==> src/design/pptsch_pkg.sv <==
// Shared types and constants for the periodic priority task scheduler.
`timescale 1ns / 1ps

package pptsch_pkg;

   localparam int PRIO_W   = 8;
   localparam int PERIOD_W = 16;
   localparam int TIME_W   = 32;
   localparam int RUNS_W   = 32;
   localparam int STATUS_W = 2;
   localparam int INDEX_W  = 4;
   localparam int REQ_DATA_W = 24;
   localparam int RSP_DATA_W = 104;

   localparam logic [STATUS_W-1:0] ST_DISPATCH = 2'd0;
   localparam logic [STATUS_W-1:0] ST_IDLE     = 2'd1;
   localparam logic [STATUS_W-1:0] ST_ADDED    = 2'd2;
   localparam logic [STATUS_W-1:0] ST_FULL     = 2'd3;

   localparam logic KIND_TICK = 1'b0;
   localparam logic KIND_ADD  = 1'b1;

   typedef struct packed {
      logic [PRIO_W-1:0]   prio;
      logic [PERIOD_W-1:0] period;
      logic [TIME_W-1:0]   last_dispatch;
      logic                ready;
      logic [RUNS_W-1:0]   runs;
   } entry_type;

endpackage

==> src/design/periodic_priority_task_scheduler.sv <==
// An add item goes from S_IDLE to S_DONE and then into the output register that
// drives rsp_tvalid. A tick item scans one slot per cycle through the registered
// table read port (S_SCAN, S_WAIT), then S_COMMIT and S_DONE; with an empty table
// it goes from S_IDLE straight to S_COMMIT. One item at a time: a new item is taken
// only in S_IDLE, after the last result leaves S_DONE. Synchronous active-high reset
// clears the slot count, time and idle counter; table entries are written on add.
`timescale 1ns / 1ps

module periodic_priority_task_scheduler #(
   parameter int MAX_SLOTS = 16
) (
   input  logic        clock,
   input  logic        reset,
   input  logic        req_tvalid,
   output logic        req_tready,
   input  logic [pptsch_pkg::REQ_DATA_W-1:0] req_tdata,  // priority_req, period
   input  logic        req_tuser,                        // kind
   output logic        rsp_tvalid,
   input  logic        rsp_tready,
   // slot index, dispatch runs, tick total, idle total, zero fill
   output logic [pptsch_pkg::RSP_DATA_W-1:0] rsp_tdata,
   output logic [pptsch_pkg::STATUS_W-1:0]   rsp_tuser    // status
);
   import pptsch_pkg::*;

   localparam int IDX_W = (MAX_SLOTS > 1) ? $clog2(MAX_SLOTS) : 1;
   localparam int CNT_W = $clog2(MAX_SLOTS + 1);

   localparam logic [2:0] S_IDLE   = 3'd0;
   localparam logic [2:0] S_SCAN   = 3'd1;
   localparam logic [2:0] S_WAIT   = 3'd2;
   localparam logic [2:0] S_COMMIT = 3'd3;
   localparam logic [2:0] S_DONE   = 3'd4;

   logic [2:0]          state_ff, state_in;
   logic [CNT_W-1:0]    total_ff, total_in;
   logic [TIME_W-1:0]   time_ff, time_in;
   logic [TIME_W-1:0]   idle_ff, idle_in;
   logic [CNT_W-1:0]    issue_ff, issue_in;
   logic                proc_valid_ff, proc_valid_in;
   logic [CNT_W-1:0]    proc_slot_ff, proc_slot_in;

   logic [STATUS_W-1:0] res_status_ff, res_status_in;
   logic [CNT_W-1:0]    res_slot_ff, res_slot_in;
   logic [RUNS_W-1:0]   res_runs_ff, res_runs_in;

   logic                out_valid_ff, out_valid_in;
   logic [STATUS_W-1:0] out_status_ff, out_status_in;
   logic [INDEX_W-1:0]  out_index_ff, out_index_in;
   logic [RUNS_W-1:0]   out_runs_ff, out_runs_in;
   logic [TIME_W-1:0]   out_tick_ff, out_tick_in;
   logic [TIME_W-1:0]   out_idle_ff, out_idle_in;

   logic                accept;
   logic                table_full;
   logic                load_out;
   logic [CNT_W+INDEX_W-1:0] slot_wide;

   logic                wr_en;
   logic [IDX_W-1:0]    wr_addr;
   entry_type           wr_data;
   entry_type           rd_data;
   entry_type           upd_entry;
   entry_type           new_entry;
   entry_type           commit_entry;
   logic                best_found;
   logic [CNT_W-1:0]    best_slot;
   entry_type           best_entry;

   logic [PRIO_W-1:0]   req_prio;
   logic [PERIOD_W-1:0] req_period;

   assign req_prio   = req_tdata[PRIO_W-1:0];
   assign req_period = req_tdata[PRIO_W+PERIOD_W-1:PRIO_W];

   assign req_tready = (state_ff == S_IDLE);
   assign accept     = req_tvalid && req_tready;
   assign table_full = (total_ff == CNT_W'(MAX_SLOTS));
   assign load_out   = (state_ff == S_DONE) && (!out_valid_ff || rsp_tready);
   assign slot_wide  = {{INDEX_W{1'b0}}, res_slot_ff};

   pptsch_table #(
      .DEPTH (MAX_SLOTS),
      .IDX_W (IDX_W)
   ) u_table (
      .clock   (clock),
      .wr_en   (wr_en),
      .wr_addr (wr_addr),
      .wr_data (wr_data),
      .rd_addr (issue_ff[IDX_W-1:0]),
      .rd_data (rd_data)
   );

   pptsch_scan #(
      .CNT_W (CNT_W)
   ) u_scan (
      .clock      (clock),
      .reset      (reset),
      .clear      (accept && (req_tuser == KIND_TICK)),
      .proc_valid (proc_valid_ff),
      .proc_slot  (proc_slot_ff),
      .proc_entry (rd_data),
      .time_now   (time_ff),
      .upd_entry  (upd_entry),
      .best_found (best_found),
      .best_slot  (best_slot),
      .best_entry (best_entry)
   );

   always_comb begin
      new_entry.prio          = req_prio;
      new_entry.period        = req_period;
      new_entry.last_dispatch = '0;
      new_entry.ready         = 1'b1;
      new_entry.runs          = '0;

      commit_entry               = best_entry;
      commit_entry.last_dispatch = time_ff;
      commit_entry.runs          = best_entry.runs + 1'b1;
      // A periodic task blocks until its period elapses again.
      commit_entry.ready         = (best_entry.period == '0);
   end

   // Table write port: add, readiness write-back, or dispatch update.
   always_comb begin
      wr_en   = 1'b0;
      wr_addr = '0;
      wr_data = new_entry;
      if (accept && (req_tuser == KIND_ADD) && !table_full) begin
         wr_en   = 1'b1;
         wr_addr = total_ff[IDX_W-1:0];
      end else if (proc_valid_ff) begin
         wr_en   = 1'b1;
         wr_addr = proc_slot_ff[IDX_W-1:0];
         wr_data = upd_entry;
      end else if ((state_ff == S_COMMIT) && best_found) begin
         wr_en   = 1'b1;
         wr_addr = best_slot[IDX_W-1:0];
         wr_data = commit_entry;
      end
   end

   always_comb begin
      state_in      = state_ff;
      total_in      = total_ff;
      time_in       = time_ff;
      idle_in       = idle_ff;
      issue_in      = issue_ff;
      proc_valid_in = 1'b0;
      proc_slot_in  = issue_ff;
      res_status_in = res_status_ff;
      res_slot_in   = res_slot_ff;
      res_runs_in   = res_runs_ff;

      unique case (state_ff)
         S_IDLE: begin
            if (accept) begin
               if (req_tuser == KIND_ADD) begin
                  res_runs_in = '0;
                  if (table_full) begin
                     res_status_in = ST_FULL;
                     res_slot_in   = '0;
                  end else begin
                     res_status_in = ST_ADDED;
                     res_slot_in   = total_ff;
                     total_in      = total_ff + 1'b1;
                  end
                  state_in = S_DONE;
               end else begin
                  time_in  = time_ff + 1'b1;
                  issue_in = '0;
                  state_in = (total_ff == '0) ? S_COMMIT : S_SCAN;
               end
            end
         end
         S_SCAN: begin
            proc_valid_in = 1'b1;
            issue_in      = issue_ff + 1'b1;
            if (issue_ff == total_ff - 1'b1) begin
               state_in = S_WAIT;
            end
         end
         S_WAIT: begin
            // The last slot read is evaluated in this cycle.
            state_in = S_COMMIT;
         end
         S_COMMIT: begin
            if (best_found) begin
               res_status_in = ST_DISPATCH;
               res_slot_in   = best_slot;
               res_runs_in   = commit_entry.runs;
            end else begin
               res_status_in = ST_IDLE;
               res_slot_in   = '0;
               res_runs_in   = '0;
               idle_in       = idle_ff + 1'b1;
            end
            state_in = S_DONE;
         end
         S_DONE: begin
            if (load_out) begin
               state_in = S_IDLE;
            end
         end
         default: begin
            state_in = S_IDLE;
         end
      endcase
   end

   always_comb begin
      out_valid_in  = load_out || (out_valid_ff && !rsp_tready);
      out_status_in = out_status_ff;
      out_index_in  = out_index_ff;
      out_runs_in   = out_runs_ff;
      out_tick_in   = out_tick_ff;
      out_idle_in   = out_idle_ff;
      if (load_out) begin
         out_status_in = res_status_ff;
         out_index_in  = slot_wide[INDEX_W-1:0];
         out_runs_in   = res_runs_ff;
         out_tick_in   = time_ff;
         out_idle_in   = idle_ff;
      end
   end

   always_ff @(posedge clock) begin
      if (reset) begin
         state_ff      <= S_IDLE;
         total_ff      <= '0;
         time_ff       <= '0;
         idle_ff       <= '0;
         issue_ff      <= '0;
         proc_valid_ff <= 1'b0;
         out_valid_ff  <= 1'b0;
      end else begin
         state_ff      <= state_in;
         total_ff      <= total_in;
         time_ff       <= time_in;
         idle_ff       <= idle_in;
         issue_ff      <= issue_in;
         proc_valid_ff <= proc_valid_in;
         out_valid_ff  <= out_valid_in;
      end
      proc_slot_ff  <= proc_slot_in;
      res_status_ff <= res_status_in;
      res_slot_ff   <= res_slot_in;
      res_runs_ff   <= res_runs_in;
      out_status_ff <= out_status_in;
      out_index_ff  <= out_index_in;
      out_runs_ff   <= out_runs_in;
      out_tick_ff   <= out_tick_in;
      out_idle_ff   <= out_idle_in;
   end

   assign rsp_tvalid = out_valid_ff;
   assign rsp_tuser  = out_status_ff;
   assign rsp_tdata  = {{(RSP_DATA_W-INDEX_W-RUNS_W-2*TIME_W){1'b0}},
                        out_idle_ff, out_tick_ff, out_runs_ff, out_index_ff};

endmodule

==> src/design/pptsch_table.sv <==
// Task table memory: one write port and one registered read port.
`timescale 1ns / 1ps

module pptsch_table #(
   parameter int DEPTH = 16,
   parameter int IDX_W = 4
) (
   input  logic                  clock,
   input  logic                  wr_en,
   input  logic [IDX_W-1:0]      wr_addr,
   input  pptsch_pkg::entry_type wr_data,
   input  logic [IDX_W-1:0]      rd_addr,
   output pptsch_pkg::entry_type rd_data
);
   import pptsch_pkg::*;

   entry_type mem_ff [DEPTH];
   entry_type rd_data_ff;

   always_ff @(posedge clock) begin
      if (wr_en) begin
         mem_ff[wr_addr] <= wr_data;
      end
      rd_data_ff <= mem_ff[rd_addr];
   end

   assign rd_data = rd_data_ff;

endmodule

==> src/design/pptsch_scan.sv <==
// Per-slot compare unit: refreshes readiness and tracks the best ready task.
`timescale 1ns / 1ps

module pptsch_scan #(
   parameter int CNT_W = 5
) (
   input  logic                      clock,
   input  logic                      reset,
   input  logic                      clear,
   input  logic                      proc_valid,
   input  logic [CNT_W-1:0]          proc_slot,
   input  pptsch_pkg::entry_type     proc_entry,
   input  logic [pptsch_pkg::TIME_W-1:0] time_now,
   output pptsch_pkg::entry_type     upd_entry,
   output logic                      best_found,
   output logic [CNT_W-1:0]          best_slot,
   output pptsch_pkg::entry_type     best_entry
);
   import pptsch_pkg::*;

   logic                found_ff, found_in;
   logic [CNT_W-1:0]    slot_ff, slot_in;
   entry_type           entry_ff, entry_in;
   logic [TIME_W-1:0]   elapsed;
   logic                due;
   logic                ready_now;
   logic                better;

   // Wrapping elapsed time against the period decides whether the task is due.
   always_comb begin
      elapsed   = time_now - proc_entry.last_dispatch;
      due       = (proc_entry.period != '0) &&
                  (elapsed >= {{(TIME_W-PERIOD_W){1'b0}}, proc_entry.period});
      ready_now = proc_entry.ready | due;
      upd_entry = proc_entry;
      upd_entry.ready = ready_now;
      // Strict compare keeps the lowest slot on a tie.
      better = ready_now && (!found_ff || (proc_entry.prio < entry_ff.prio));
   end

   always_comb begin
      found_in = found_ff;
      slot_in  = slot_ff;
      entry_in = entry_ff;
      if (clear) begin
         found_in = 1'b0;
      end else if (proc_valid && better) begin
         found_in = 1'b1;
         slot_in  = proc_slot;
         entry_in = upd_entry;
      end
   end

   always_ff @(posedge clock) begin
      if (reset) begin
         found_ff <= 1'b0;
      end else begin
         found_ff <= found_in;
      end
      slot_ff  <= slot_in;
      entry_ff <= entry_in;
   end

   assign best_found = found_ff;
   assign best_slot  = slot_ff;
   assign best_entry = entry_ff;

endmodule

==> config.mk <==
export PLATFORM = sky130hd
export DESIGN_NAME = periodic_priority_task_scheduler
export DESIGN_NICKNAME = d
export VERILOG_FILES = /design/src/design/pptsch_pkg.sv /design/src/design/periodic_priority_task_scheduler.sv /design/src/design/pptsch_table.sv /design/src/design/pptsch_scan.sv
export SDC_FILE = /design/constraint.sdc
export NUM_CORES = 2
export LEC_CHECK = 0
export BUFFER_PORTS_ARGS = -buffer_cell sky130_fd_sc_hd__buf_2
export CAP_MARGIN = 20
export CORE_ASPECT_RATIO = 2
export CORE_MARGIN = 2
export CORE_UTILIZATION = 44
export CTS_CLUSTER_DIAMETER = 100
export CTS_CLUSTER_SIZE = 20
export DETAILED_ROUTE_END_ITERATION = 8
export HOLD_SLACK_MARGIN = 0.1
export PLACE_DENSITY = 0.71
export SLEW_MARGIN = 20
export SYNTH_ARGS = -nofsm -noshare
export SYNTH_HDL_FRONTEND = slang
export SYNTH_SLANG_ARGS = --single-unit
==> constraint.sdc <==
create_clock -name clock -period 8.2 [get_ports clock]
set_clock_uncertainty 0.1 [all_clocks]
set_input_delay 0 -clock clock [delete_from_list [all_inputs] [get_ports clock]]
set_output_delay 0 -clock clock [all_outputs]
set_load 0.005 [all_outputs]
**After elaboration in Yosys (flattened, before gate mapping)**

Memories as Yosys holds them, arrays and structs flattened. A register that Yosys moved wholly into a read port is not among the register bits.
Index checks and enable logic that the tools add are counted.

- Memory bits (writable): 1424
- Word-level logic and storage cells: 113
- Register bits after elaboration: 284
- Memories: 1
- Input bits: 29

Memories:

| memory | words | width | rd ports | clocked after memory_dff | write ports | line | RTL |
|---|---|---|---|---|---|---|---|
| u_table.mem_ff | 16 | 89 | 1 | 1 | 1 | pptsch_table.sv:17 | `entry_type mem_ff [DEPTH];` |

- Muxes and demuxes: 35
- Bitwise operators: 5
- Add/subtract/negate cells: 7
- Magnitude comparators: 2
- Equal/unequal tests: 11
- Reductions and logical operators: 31

Operators by type and width:

| kind | count |
|---|---|
| 2-to-1 mux 89 bit | 3 |
| adder 32 x 1 -> 32 bit (second input constant) | 3 |
| 2-to-1 mux 32 bit | 3 |
| case mux 32 bit (2 select lines) | 1 |
| >= comparator 32 x 16 -> 1 bit | 1 |
| subtractor 32 bit | 1 |
| 2-to-1 mux 4 bit | 7 |
| zero test 16 bit | 1 |
| nonzero test 16 bit | 1 |
| case mux 3 bit (5 select lines) | 1 |
| 2-to-1 mux 3 bit | 4 |
| AND reduction 3 bit | 4 |
| adder 5 x 1 -> 5 bit (second input constant) | 2 |
| logical AND 1 bit | 10 |
| 2-to-1 mux 5 bit | 2 |
| case mux 5 bit (2 select lines) | 1 |
| < comparator 8 bit | 1 |
| 2-to-1 mux 1 bit | 8 |
| case mux 4 bit (2 select lines) | 1 |
| == test 3 x 2 -> 1 bit (second input constant) | 2 |
| 2-to-1 mux 2 bit | 3 |
| inequality test 2 bit (second input constant) | 3 |
| == test 5 bit | 1 |
| == test 5 bit (second input constant) | 1 |
| 15 further kinds | 26 |

**Longest topological paths before layout**

- Word-level depth: 7
- Depth in mapped cells: 20
- Mapped depth without buffers: 19

**Modules after synthesis**

From an unflattened synthesis, not the netlist that was laid out.

- Cell total of the unflattened synthesis: 3908
- Area, all modules: 71725.0 um2

Modules (own cells, without submodules):

| module | times used | cells an instance | area each (um2) |
|---|---|---|---|
| pptsch_table | 1 | 2282 | 54996.5 |
| periodic_priority_task_scheduler | 1 | 1037 | 10517.6 |
| pptsch_scan | 1 | 589 | 6211.0 |

**Least setup slack after synthesis**

No wires, ideal clock.

- Kind: flip-flop to flip-flop
- Start: register u_table.rd_data[37] (netlist name)
- End: register u_scan.entry_ff (netlist bit u_scan.best_entry[0]) (enable)
- Buffers on the path: 0
- Data required time: 7.548 ns
- Cell stages (with the launch flop): 20
- Slack: 0.320 ns
- Period minus slack after synthesis: 7.880 ns
- Arrival: 7.228 ns
- Library setup time: 0.552 ns
- Path through: dfxtp_1 inv_1 ha_1 a21o_1 a31o_2 o21ai_1 nand2_1 a31oi_1 o21bai_1 a21oi_1 xnor2_1 ha_1 nand4_1 a211oi_1 nor4_1 o2111ai_1 nor4_1 nand4_1 o41ai_2 nor3_1

- Cells in the longest elaborated chain, start to end: 7

Ends and longest elaborated chain:

| what | line | RTL |
|---|---|---|
| subtractor 32 bit | pptsch_scan.sv:31 | `elapsed = time_now - proc_entry.last_dispatch;` |
| >= comparator 32 x 16 -> 1 bit | pptsch_scan.sv:33 | `(elapsed >= {{(TIME_W-PERIOD_W){1'b0}}, proc_entry.period});` |
| logical AND 1 bit | pptsch_scan.sv:32 | `due = (proc_entry.period != '0) &&` |
| bitwise OR 1 bit | pptsch_scan.sv:34 | `ready_now = proc_entry.ready \| due;` |
| logical AND 1 bit | pptsch_scan.sv:38 | `better = ready_now && (!found_ff \|\| (proc_entry.prio < entry_ff.prio));` |
| logical AND 1 bit | pptsch_scan.sv:47 | `end else if (proc_valid && better) begin` |
| AND reduction 2 bit (no source line) | n/a |  |
| end signal, assigned | pptsch_scan.sv:61 | `entry_ff <= entry_in;` |
| end, declared | pptsch_scan.sv:23 | `entry_type entry_ff, entry_in;` |

No other way between the ends.
A chain may end at the register's enable or synchronous reset.

**Final worst setup path**

- Start: register time_ff[6]
- End: register u_scan.entry_ff (netlist bit u_scan.best_entry[16]) (enable)

- Cells in the longest elaborated chain, start to end: 7

Ends and longest elaborated chain:

| what | line | RTL |
|---|---|---|
| start, declared | periodic_priority_task_scheduler.sv:37 | `logic [TIME_W-1:0] time_ff, time_in;` |
| start signal, assigned | periodic_priority_task_scheduler.sv:239 | `time_ff <= time_in;` |
| subtractor 32 bit | pptsch_scan.sv:31 |  |
| >= comparator 32 x 16 -> 1 bit | pptsch_scan.sv:33 |  |
| logical AND 1 bit | pptsch_scan.sv:32 |  |
| bitwise OR 1 bit | pptsch_scan.sv:34 |  |
| logical AND 1 bit | pptsch_scan.sv:38 |  |
| logical AND 1 bit | pptsch_scan.sv:47 |  |
| AND reduction 2 bit (no source line) | n/a |  |

No other way between the ends.

==> impl_table.tex <==
\begin{tabular}{lr}
\hline
Metric & Value \\
\hline
\multicolumn{2}{l}{\textbf{Power}} \\
\quad Total internal power & $\sim$0.014 W \\
\quad Clock network power share & 28.9\% \\
\quad Tot Pwr & between 0.015 and 0.02 W \\
\quad Pwr per Cell Area & between 200 and 250 mW/mm² \\
\quad Peak VDD IR & $\sim$0.21 mV \\
\quad Reg power frac & between 50\% and 60\% \\
\quad Part of the total power dissipated in combinational logic & a little under an eighth \\
\quad Power dissipated by switching net loads & between 0.004 and 0.005 W \\
\quad Leak pwr & approximately 24 nW \\
\quad Sw Share & approximately a quarter \\
\multicolumn{2}{l}{\textbf{Global routing}} \\
\quad Number of global-route vias before repair & 35700 \\
\quad Met2 layer usage reported by global route & a little over a third \\
\quad Residual overflow from global routing & 0 \\
\quad Total routing resource utilization after global routing & around 20\% \\
\quad Met3 track demand over resource & under 10\% \\
\quad Number of antenna violations at the first check in global routing & 5 \\
\quad Met1 usage & 24.4\% \\
\quad Maximum number of pins on one net before global-route repair & around 150 \\
\quad Global-route wire length before repair & 239000 µm \\
\quad Most heavily used metal layer in global routing & met2 \\
\multicolumn{2}{l}{\textbf{CTS}} \\
\quad Htree depth & 3 \\
\quad Hold-fix buffer count after cts & 32 \\
\quad Post-cts gate resize count & 0 \\
\quad Clock Sinks & about 1800 \\
\quad Worst-path clk slew & $\sim$0.090 ns \\
\quad Clock tree from TritonCTS & done \\
\quad CTS Root Cell & sky130\_fd\_sc\_hd\_\_clkbuf\_16 \\
\quad Insertion delay of the later-clocked pin in the worst-skew pair & 0.73 ns \\
\quad TritonCTS buffer count & 100 \\
\quad Buffer count from post-CTS setup fixing & 0 \\
\quad Number of buffers on the longest clock path & 3 \\
\multicolumn{2}{l}{\textbf{Critical path}} \\
\quad Worst reg2reg endpoint & u\_scan.best\_entry[16] \\
\quad Class of the most critical setup path & reg2reg \\
\quad Worst endpoint required time & around 8.5 ns \\
\quad Logic depth of the worst register-to-register path & 19 \\
\quad Endpoint kind of the worst setup timing path & register \\
\quad Critical path peak fanout & 44 \\
\quad Arrival time at the worst endpoint & between 5 and 6 ns \\
\quad Slack of the worst reg-to-reg path & approximately 2.6 ns \\
\quad R2R Path Start & time\_ff[6] \\
\quad Kind of start point of the critical path & register \\
\multicolumn{2}{l}{\textbf{Timing}} \\
\quad Post-route setup slack & around 2.6 ns \\
\quad Fmax achieved & between 0.15 and 0.2 GHz \\
\quad Final max-slew violation count & 0 \\
\quad Final setup violation count & 0 \\
\quad Crit path time final & roughly 5.6 ns \\
\quad Sum of negative setup slack & 0 ns \\
\quad Fin crit share & approximately two thirds \\
\quad RSZ-0062 raised after global routing & false \\
\quad Final-report hold violation count & 0 \\
\quad Worst-margin pin slew & between 1 and 1.5 ns \\
\quad Worst max-slew margin expressed relative to the limit & roughly a quarter \\
\multicolumn{2}{l}{\textbf{Synthesis}} \\
\quad Netlist area before placement & 0.0702 mm² \\
\quad Predominant post-synthesis flop cell & sky130\_fd\_sc\_hd\_\_edfxtp\_1 \\
\quad Count of different cell masters after synthesis & 82 \\
\quad Cell accounting for the most synthesized area & sky130\_fd\_sc\_hd\_\_edfxtp\_1 \\
\quad Biggest area contributors in the synthesized netlist & sky130\_fd\_sc\_hd\_\_edfxtp\_1 (69\%), sky130\_fd\_sc\_hd\_\_mux4\_2 (14\%), sky130\_fd\_sc\_hd\_\_dfxtp\_1 (4.9\%) \\
\quad Number of instances in the synthesized netlist & 3634 \\
\quad EDFF count, synth & around 1600 \\
\quad Synthesized flop and latch total & around 1800 \\
\quad Post-synthesis sequential area ratio & approximately three quarters \\
\quad Number of warnings printed during yosys synthesis & 0 \\
\quad Average instance area after synthesis & 19.3 µm² \\
\quad Yosys top cell area share & 69.5\% \\
\quad Most frequent cell after synthesis & sky130\_fd\_sc\_hd\_\_edfxtp\_1 \\
\quad Commonest cells in the netlist & sky130\_fd\_sc\_hd\_\_edfxtp\_1 (1624), sky130\_fd\_sc\_hd\_\_mux4\_2 (445), sky130\_fd\_sc\_hd\_\_nor2\_1 (259) \\
\quad Share of flip-flops with an asynchronous set or reset after synthesis & 0\% \\
\multicolumn{2}{l}{\textbf{Floorplanning}} \\
\quad Ports placed on the boundary & between 100 and 150 \\
\quad Die outline height & 569 µm \\
\quad Full die area & between 0.15 and 0.2 mm² \\
\quad Placement Rows & a little over 200 \\
\quad Core Region & 0.159 mm² \\
\quad Initial standard-cell utilization of the core & 44.2\% \\
\quad Die Width & 286 µm \\
\multicolumn{2}{l}{\textbf{Drt}} \\
\quad Detailed Route WL & 164000 µm \\
\quad Wire length per cell after detailed routing & between 20 and 30 µm \\
\quad Drc violations & 0 \\
\quad Number of vias after detailed routing & about 35000 \\
\quad Via density per instance & 5.84 \\
\quad DR iter-0 viols & between 3000 and 4000 \\
\quad Antenna-violating nets left & 0 \\
\quad Length of the first detailed-routing pass in iterations & 5 \\
\multicolumn{2}{l}{\textbf{Cells and area}} \\
\quad Area growth syn-to-layout & 9.78\% \\
\quad Fraction of final layout cells sized beyond drive strength 1 & around 22\% \\
\quad Number of standard cells in the layout, taps in and fillers out & slightly below 6000 \\
\quad Total Nets Final & a little under 4000 \\
\multicolumn{2}{l}{\textbf{Hold path}} \\
\quad Worst Hold End & state\_ff[2] \\
\quad Type of the most critical hold path & in2reg \\
\quad Worst hold path cell count & 5 \\
\quad Startpoint of the tightest hold check path & rsp\_tready \\
\multicolumn{2}{l}{\textbf{Job}} \\
\quad Max-cap violation count & 0 \\
\multicolumn{2}{l}{\textbf{Placement}} \\
\quad Detailed placer's ending HPWL & just under 100000 µm \\
\quad Inst Count DP & about 5700 \\
\quad Pre-CTS setup slack & about 2.6 ns \\
\quad Final weighted congestion in routability-driven placement & roughly 0.93 \\
\quad Number of buffers added on ports & 132 \\
\multicolumn{2}{l}{\textbf{Outcome}} \\
\quad Outcome & completed \\
\hline
\end{tabular}
-- worst max path at each step --
stage	start	slack, ns	depth (start not counted)	to
after floorplan	u_table.rd_data[37]	0.32	19	u_scan.best_entry[0]
after global placement	time_ff[6]	2.67	19	u_scan.best_entry[27]
after detailed placement	time_ff[6]	2.63	19	u_scan.best_entry[22]
after CTS	time_ff[6]	2.55	19	u_scan.best_entry[16]
after global routing	time_ff[6]	2.21	19	u_scan.best_entry[16]
final	time_ff[6]	2.58	19	u_scan.best_entry[16]
-- cells in the final DEF, fill, tap and decap left out, drive strengths merged, types with 24 or more instances in the layout --
cell,n
o21ai,59
buf,204
or3,27
mux2i,24
nand3,40
inv,78
nor3,30
dfxtp,173
nor2,262
edfxtp,1624
nand3b,30
xnor2,38
ha,60
o22ai,24
xor2,71
mux4,445
clkbuf,178
a21oi,120
dlygate4sd3,32
nand4,36
nand2,134
-- registers in the layout, indices dropped and copies added, names as in the netlist, 2 cells and up --
register	cells
proc_slot_ff	4
res_runs_ff	32
issue_ff	5
u_table.mem_ff	1424
out_runs_ff	32
rsp_tuser	2
u_table.rd_data	89
res_slot_ff	4
u_scan.best_slot	4
out_tick_ff	32
time_ff	32
res_status_ff	2
out_index_ff	4
out_idle_ff	32
u_scan.best_entry	56
idle_ff	32
state_ff	3
total_ff	5
-- routing by layer --
metal | vias up | share of wire [%]
li1 | 14900 | -
met1 | 18400 | 37
met2 | 1362 | 53
met3 | 285 | 5.7
met4 | 6 | 4.1
met5 | - | 0.022
-- cell families after synthesis --
kind of cell	share of synthesized area (%)
compound gates	2.61
buf+inv	1.44
flops	74.4
simple gates	4.40
mux	14.7
other cells	0.00534
fa+ha+maj	1.10
xor+xnor	1.36
-- area by class of cell --
type	count	area, µm²
fillers	12700	81700
flip-flops and latches	1797	52200
multi-input cells	1584	17300
clock buffers	178	2800
well taps	2090	2620
repair buffers	236	1680
inverters	73	274
clock inverters	10	139
diodes	1	2.50
-- per-stage QoR --
| stage | hold slack [ns] | utilization (%) | cell area, µm² |
|---|---|---|---|
| floorplan | 0.0755 | - | 70200 |
| global placement | 0.237 | 46.4 | 73600 |
| detailed placement | 0.248 | 46.4 | 73600 |
| CTS | 0.174 | 48.4 | 76900 |
| global route | 0.229 | 48.5 | 77000 |
| finish | 0.234 | 48.5 | 77000 |
-- worst max-delay path: stages (launching register included) --
cell and delay [ns]:
sky130_fd_sc_hd__dfxtp_1 0.50, sky130_fd_sc_hd__ha_1 0.36, sky130_fd_sc_hd__a21oi_1 0.26, sky130_fd_sc_hd__nor2_1 0.10
sky130_fd_sc_hd__nor3b_1 0.45, sky130_fd_sc_hd__nand2_1 0.20, sky130_fd_sc_hd__a31oi_1 0.30, sky130_fd_sc_hd__o21bai_1 0.10
sky130_fd_sc_hd__a21oi_1 0.18, sky130_fd_sc_hd__xnor2_1 0.17, sky130_fd_sc_hd__ha_1 0.28, sky130_fd_sc_hd__nand4_1 0.14
sky130_fd_sc_hd__a21oi_1 0.06, sky130_fd_sc_hd__nor4_1 0.26, sky130_fd_sc_hd__o2111ai_1 0.14, sky130_fd_sc_hd__nor4_1 0.28
sky130_fd_sc_hd__nand4_1 0.29, sky130_fd_sc_hd__o41ai_2 0.56, sky130_fd_sc_hd__nor3_2 0.11, sky130_fd_sc_hd__buf_4 0.33
-- power by group through the flow --
stage	clock network (W)	logic [W]	registers, W
after global routing	0.00561	0.00230	0.0108
after floorplan	0	0.00148	0.0108
after detailed placement	0	0.00213	0.0109
after CTS	0.00534	0.00216	0.0107
final	0.00522	0.00214	0.0107
after global placement	0	0.00210	0.0109
Note: power is estimated with default switching activity, not from simulation.
